### src/hw/rtl/packet_serial_completeness_tracker_unit_macros.svh
// assertion macros for the packet serial completeness tracker
// expects clk, and rst_n for PSCT_ASSERT, in the scope of each use
`ifndef PACKET_SERIAL_COMPLETENESS_TRACKER_UNIT_MACROS_SVH
`define PACKET_SERIAL_COMPLETENESS_TRACKER_UNIT_MACROS_SVH
`ifndef SYNTHESIS
`define PSCT_ASSERT(lbl, prop, msg) \
  lbl: assert property (@(posedge clk) disable iff (!rst_n) prop) else $error(msg);
`define PSCT_ASSERT_ALWAYS(lbl, prop, msg) \
  lbl: assert property (@(posedge clk) prop) else $error(msg);
`else
`define PSCT_ASSERT(lbl, prop, msg)
`define PSCT_ASSERT_ALWAYS(lbl, prop, msg)
`endif
`endif

### src/hw/rtl/pstrk_pkg.sv
// shared types and codes of the packet serial completeness tracker
// no dependencies
package pstrk_pkg;

  // request kinds carried on in_tuser
  localparam logic [1:0] REQ_PKT = 2'd0;
  localparam logic [1:0] REQ_QRY = 2'd1;
  localparam logic [1:0] REQ_CLR = 2'd2;

  localparam int WORD_W   = 64;
  localparam int OFF_W    = 6;
  localparam int TIME_W   = 64;
  localparam int SER_W    = 16;
  localparam int MISS_W   = 17;
  localparam int BRD_IN_W = 3;

  typedef enum logic [3:0] {
    S_INIT, S_IDLE, S_ARR_RD, S_ARR_WR, S_Q_INIT, S_Q_RD, S_Q_ACC, S_CLR, S_DONE
  } state_t;

  typedef struct packed {
    logic in_ready;
    logic cap;
    logic arr_rd;
    logic arr_wr;
    logic q_init;
    logic q_rd;
    logic q_acc;
    logic clr_start;
    logic clr_step;
    logic res_load;
  } cmd_t;

  typedef struct packed {
    logic       in_valid;
    logic [1:0] in_req;
    logic       brd_ok;
    logic       brd_en;
    logic       clr_last;
    logic       q_last;
    logic       out_busy;
  } sts_t;

endpackage

### src/hw/rtl/pstrk_ctrl.sv
// controller state machine of the completeness tracker
// depends on pstrk_pkg
module pstrk_ctrl (
  input  logic          clk,
  input  logic          rst_n,
  input  pstrk_pkg::sts_t sts,
  output pstrk_pkg::cmd_t cmd
);
  import pstrk_pkg::*;

  state_t state_r, state_nxt;
  logic   accept;

  assign accept = (state_r == S_IDLE) && sts.in_valid;

  // state register
  always_ff @(posedge clk) begin
    if (!rst_n) begin
      state_r <= S_INIT;
    end else begin
      state_r <= state_nxt;
    end
  end

  // next state
  always_comb begin
    state_nxt = state_r;
    case (state_r)
      S_INIT: if (sts.clr_last) state_nxt = S_IDLE;
      S_IDLE: begin
        if (accept) begin
          case (sts.in_req)
            REQ_PKT: state_nxt = (sts.brd_ok && sts.brd_en) ? S_ARR_RD : S_DONE;
            REQ_QRY: state_nxt = sts.brd_ok ? S_Q_INIT : S_DONE;
            REQ_CLR: state_nxt = S_CLR;
            default: state_nxt = S_DONE;
          endcase
        end
      end
      S_ARR_RD: state_nxt = S_ARR_WR;
      S_ARR_WR: state_nxt = S_DONE;
      S_Q_INIT: state_nxt = S_Q_RD;
      S_Q_RD:   state_nxt = S_Q_ACC;
      S_Q_ACC:  state_nxt = sts.q_last ? S_DONE : S_Q_RD;
      S_CLR:    if (sts.clr_last) state_nxt = S_DONE;
      S_DONE:   if (!sts.out_busy) state_nxt = S_IDLE;
      default:  state_nxt = S_INIT;
    endcase
  end

  // command outputs
  always_comb begin
    cmd = '0;
    case (state_r)
      S_INIT: cmd.clr_step = 1'b1;
      S_IDLE: begin
        cmd.in_ready  = 1'b1;
        cmd.cap       = accept;
        cmd.clr_start = accept && (sts.in_req == REQ_CLR);
      end
      S_ARR_RD: cmd.arr_rd   = 1'b1;
      S_ARR_WR: cmd.arr_wr   = 1'b1;
      S_Q_INIT: cmd.q_init   = 1'b1;
      S_Q_RD:   cmd.q_rd     = 1'b1;
      S_Q_ACC:  cmd.q_acc    = 1'b1;
      S_CLR:    cmd.clr_step = 1'b1;
      S_DONE:   cmd.res_load = !sts.out_busy;
      default:  cmd = '0;
    endcase
  end
endmodule

### config.mk
export PLATFORM = sky130hd
export DESIGN_NAME = pstrk_ctrl
export DESIGN_NICKNAME = d
export VERILOG_FILES = /design/src/hw/rtl/packet_serial_completeness_tracker_unit_macros.svh /design/src/hw/rtl/pstrk_pkg.sv /design/src/hw/rtl/pstrk_ctrl.sv
export SDC_FILE = /design/constraint.sdc
export NUM_CORES = 1
export LEC_CHECK = 0
export ABC_AREA = 1
export BUFFER_PORTS_ARGS = -buffer_cell sky130_fd_sc_hd__buf_2
export CAP_MARGIN = 20
export CORE_AREA = 2 2 39 41
export CTS_CLUSTER_SIZE = 25
export DETAILED_ROUTE_END_ITERATION = 16
export DIE_AREA = 0 0 41 43
export PLACE_DENSITY = 0.61
export SKIP_LAST_GASP = 1
export SLEW_MARGIN = 10
export SYNTH_ARGS = -nofsm -noshare
export SYNTH_HDL_FRONTEND = slang
export SYNTH_SLANG_ARGS = --single-unit
### constraint.sdc
create_clock -name clk -period 1.3 [get_ports clk]
set_input_delay 0.065 -clock clk [delete_from_list [all_inputs] [get_ports clk]]
set_output_delay 0.065 -clock clk [all_outputs]
set_load 0.1 [all_outputs]
==> metrics.md <==
| Metric | Value |
|---|---|
| CTS Buf Count | `3` |
| Wire per inst | `9.457 um` |
| Fin util | `67.27%` |
| Final setup vio count | `3` |
| Post-Synth Adder-Cell Area | `0%` |
| Critical path launch point type | `flip-flop` |
| Sum Neg Setup Slack | `-0.1176 ns` |
| Setup CP Type | `flip-flop to output port` |
| Synthesized cell area | `415.4 um2` |
| Synth unique cells | `15` |
| Layout cells sized above 1 | `52.21%` |
| Regs by FF count | `state_r x4` |
| CTS root buf | `clkbuf_4` |
| Switching power | `1.059 mW` |
| Layout Cells excl Fill | `129` |
| Fin crit share | `104.9%` |
| GRT overflow | `0` |
| CTS tree | `yes` |
| Max reg flops | `4` |
| Die Area | `1763 um2` |
| Fin Hold WS | `0.08763 ns` |
| Synth Area in Compound Gates | `8.735%` |
| Syn_nets | `89` |
| Initial antenna violation count | `0` |
| Yosys top cell by area | `dfxtp_1` |
| Post-route setup slack | `-0.06336 ns` |
| Measured slew at the worst slew-check pin | `0.2580 ns` |
| Final min period | `1.363 ns` |
| Initial cell density of the core | `30.02%` |
| Worst Hold Class | `primary input to flip-flop` |
| Maximum vdd drop | `1.193 mV` |
| Largest net degree at the start of global routing | `6` |
| Largest register by flop count | `state_r` |
| Via/cell ratio | `4.690` |
| Failing checks | `setup timing` |
| Worst Setup End Kind | `output port` |
| Reg2Reg Depth | `9` |
| Max_slew headroom | `82.67%` |
| I/O Buffers | `19` |
| Vias | `605` |
| Die height | `43 um` |
| Placed Cells | `116` |
| Core area | `1384 um2` |
| Starting DRC count in detailed routing | `11` |
| Die X | `41 um` |
| Comb pwr share | `79.2%` |
| Rows | `14` |
| FF-to-FF End | `state_r[2]` |
| Post-DP HPWL | `938.4 um` |
| Vias in the first global route | `511` |
| Clock Latency Late Sink | `0.24 ns` |
| Post-Synth Simple-Gate Area | `57.53%` |
| Syn avg cell area | `5.258 um2` |
| Post-synth EDFFs | `0` |
| Ant diodes | `0` |
| Total power | `1.920 mW` |
| RSZ-0062 raised after global routing | `true` |
| Pre-CTS setup slack | `0.05866 ns` |
| Max Cap Viol | `0` |
| Drt pass-1 iters | `4` |
| Yosys reg bits | `4` |
| Outcome | `complete, but fails checks` |
| Clock Sinks | `4` |
| Register area share after synthesis | `19.28%` |
| Nets | `124` |
| FFs w/ async S/R, synth | `0%` |
| Mux cell area share after synthesis | `0%` |
| LEAKAGE | `0.4394 nW` |
| Clk buf depth | `2` |
| DP Area | `808.3 um2` |
| RR Startpoint | `state_r[0]` |
| Worst endpoint required time | `1.24 ns` |
| Worst Hold Endpoint | `state_r[1]` |
| Clock power frac | `9.0%` |
| Synth Warn # | `0` |
| RD Place Congestion | `0.7828` |
| Htree depth | `1` |
| Post-Route WL | `1220 um` |
| Area Overhead vs Synth | `124.1%` |
| Area share of the largest cell type after synthesis | `19.28%` |
| Final Cell Area | `930.9 um2` |
| CP Max Fanout | `5` |
| Total GRT Usage | `15.98%` |
| First-pass GRT wire length | `2007 um` |
| Routed Antenna Nets | `0` |
| Critical Path AT | `1.30 ns` |
| Final Hold Violating Endpoints | `0` |
| Post-Synthesis Cells | `79` |
| Largest family of logic cells by synthesized area | `simple AND/OR/NAND/NOR gates` |
| Clock slew at reported path FFs | `0.04 ns` |
| Max Clk Rate | `733.5 MHz` |
| Power share of the sequential group | `11.8%` |
| Power Density | `2062 nW/um2` |
| Xor/xnor share of the synthesized area | `0%` |
| # IOs | `20` |
| Synth Flop Type | `dfxtp_1` |
| Hold Path Stages | `3` |
| Cell-internal power | `0.8605 mW` |
| Reg-to-reg slack, setup | `0.08 ns` |
| Fin. max-slew vios | `0` |
| Synth top area cells | `dfxtp_1 (19%), nand2_1 (19%), inv_1 (12%), nor2_1 (11%), nand3_1 (8.4%)` |
| Clock Skew | `0.01200 ns` |
| Residual DRC | `0` |
| Hold Startpoint | `rst_n` |
| Fill count | `117` |
| Net Sw Frac | `55.18%` |
[cells in the final DEF (no fill, tap or decap), drive strengths merged]
cell      Yosys  routed
a21oi         5       5
buf           0      30
clkbuf        0       4
clkinvlp      0       1
dfxtp         4       4
inv          16      15
nand2        22      22
nand3         7       7
nand3b        2       2
nor2         17      17
nor3          2       2
nor4          2       2
o21ai         1       1
o22ai         1       1
[what timing repair did]
| action | in CTS | in global routing |
|---|---|---|
| setup buffers | 7 | 2 |
| setup endpoints to repair | 5 | 12 |
| resized for setup | 6 | 4 |
| hold buffers | 0 | 0 |
| pin swaps | 5 | 3 |
[cells in the mapped netlist, types with 2 or more instances]
master,instances
inv_1,13
inv_2,3
nand2_1,21
nor2_1,12
nor3_1,2
nand3b_1,2
a21oi_1,5
nor4_1,2
nand3_1,7
nor2_2,4
dfxtp_1,4
[how the worst max path moves through the flow]
stage / from / end / slack (ns) / depth (start not counted)
2_1_floorplan: state_r[0] / cmd[2] / -0.49 / 4
3_3_place_gp: state_r[0] / cmd[2] / 0.08 / 5
3_5_place_dp: state_r[0] / cmd[2] / 0.06 / 5
4_1_cts: state_r[0] / cmd[2] / -0.05 / 5
5_1_grt: state_r[0] / cmd[2] / -0.11 / 5
6_report: state_r[0] / cmd[2] / -0.06 / 5
[layout make-up]
type	instances	area (um2)	area share, %
multi-input cells	59	391.6	42.07
clock buffers	4	26.28	2.823
inverters	16	68.82	7.392
flip-flops and latches	4	92.59	9.946
well taps	16	20.02	2.151
repair buffers	30	331.6	35.62
[power groups by stage]
stage	Sequential [mW]	Clock [mW]	Combinational, mW
6_report	0.226	0.173	1.52
3_5_place_dp	0.240	0	1.29
5_1_grt	0.233	0.182	1.61
3_3_place_gp	0.236	0	1.29
4_1_cts	0.229	0.179	1.46
2_1_floorplan	0.232	0	0.916
[logic make-up (layout without fill, tap and decap cells)]
| group | Yosys count | count (layout) |
|---|---|---|
| buffers and inverters | 16 | 50 |
| flip-flops | 4 | 4 |
| AND/OR/NAND/NOR | 52 | 52 |
| AO/OA/AOI/OAI | 7 | 7 |
[worst max-delay path, stage by stage, from the launching register on]
cell and delay [ns]:
dfxtp_4 0.38, inv_4 0.05, nor2_4 0.13, nand2_4 0.09, nor4_4 0.19, buf_12 0.21
[per-layer routing]
| layer | vias to the layer above | part of all wire [%] | global-route usage [%] |
|---|---|---|---|
| li1 | 320 | - | - |
| met5 | - | 0 | 0 |
| met4 | 0 | 1.7 | 6.000 |
| met2 | 14 | 49 | 23.13 |
| met1 | 269 | 46 | 23.55 |
| met3 | 2 | 3.1 | 1.571 |
Note: power is estimated with default switching activity, not from simulation.
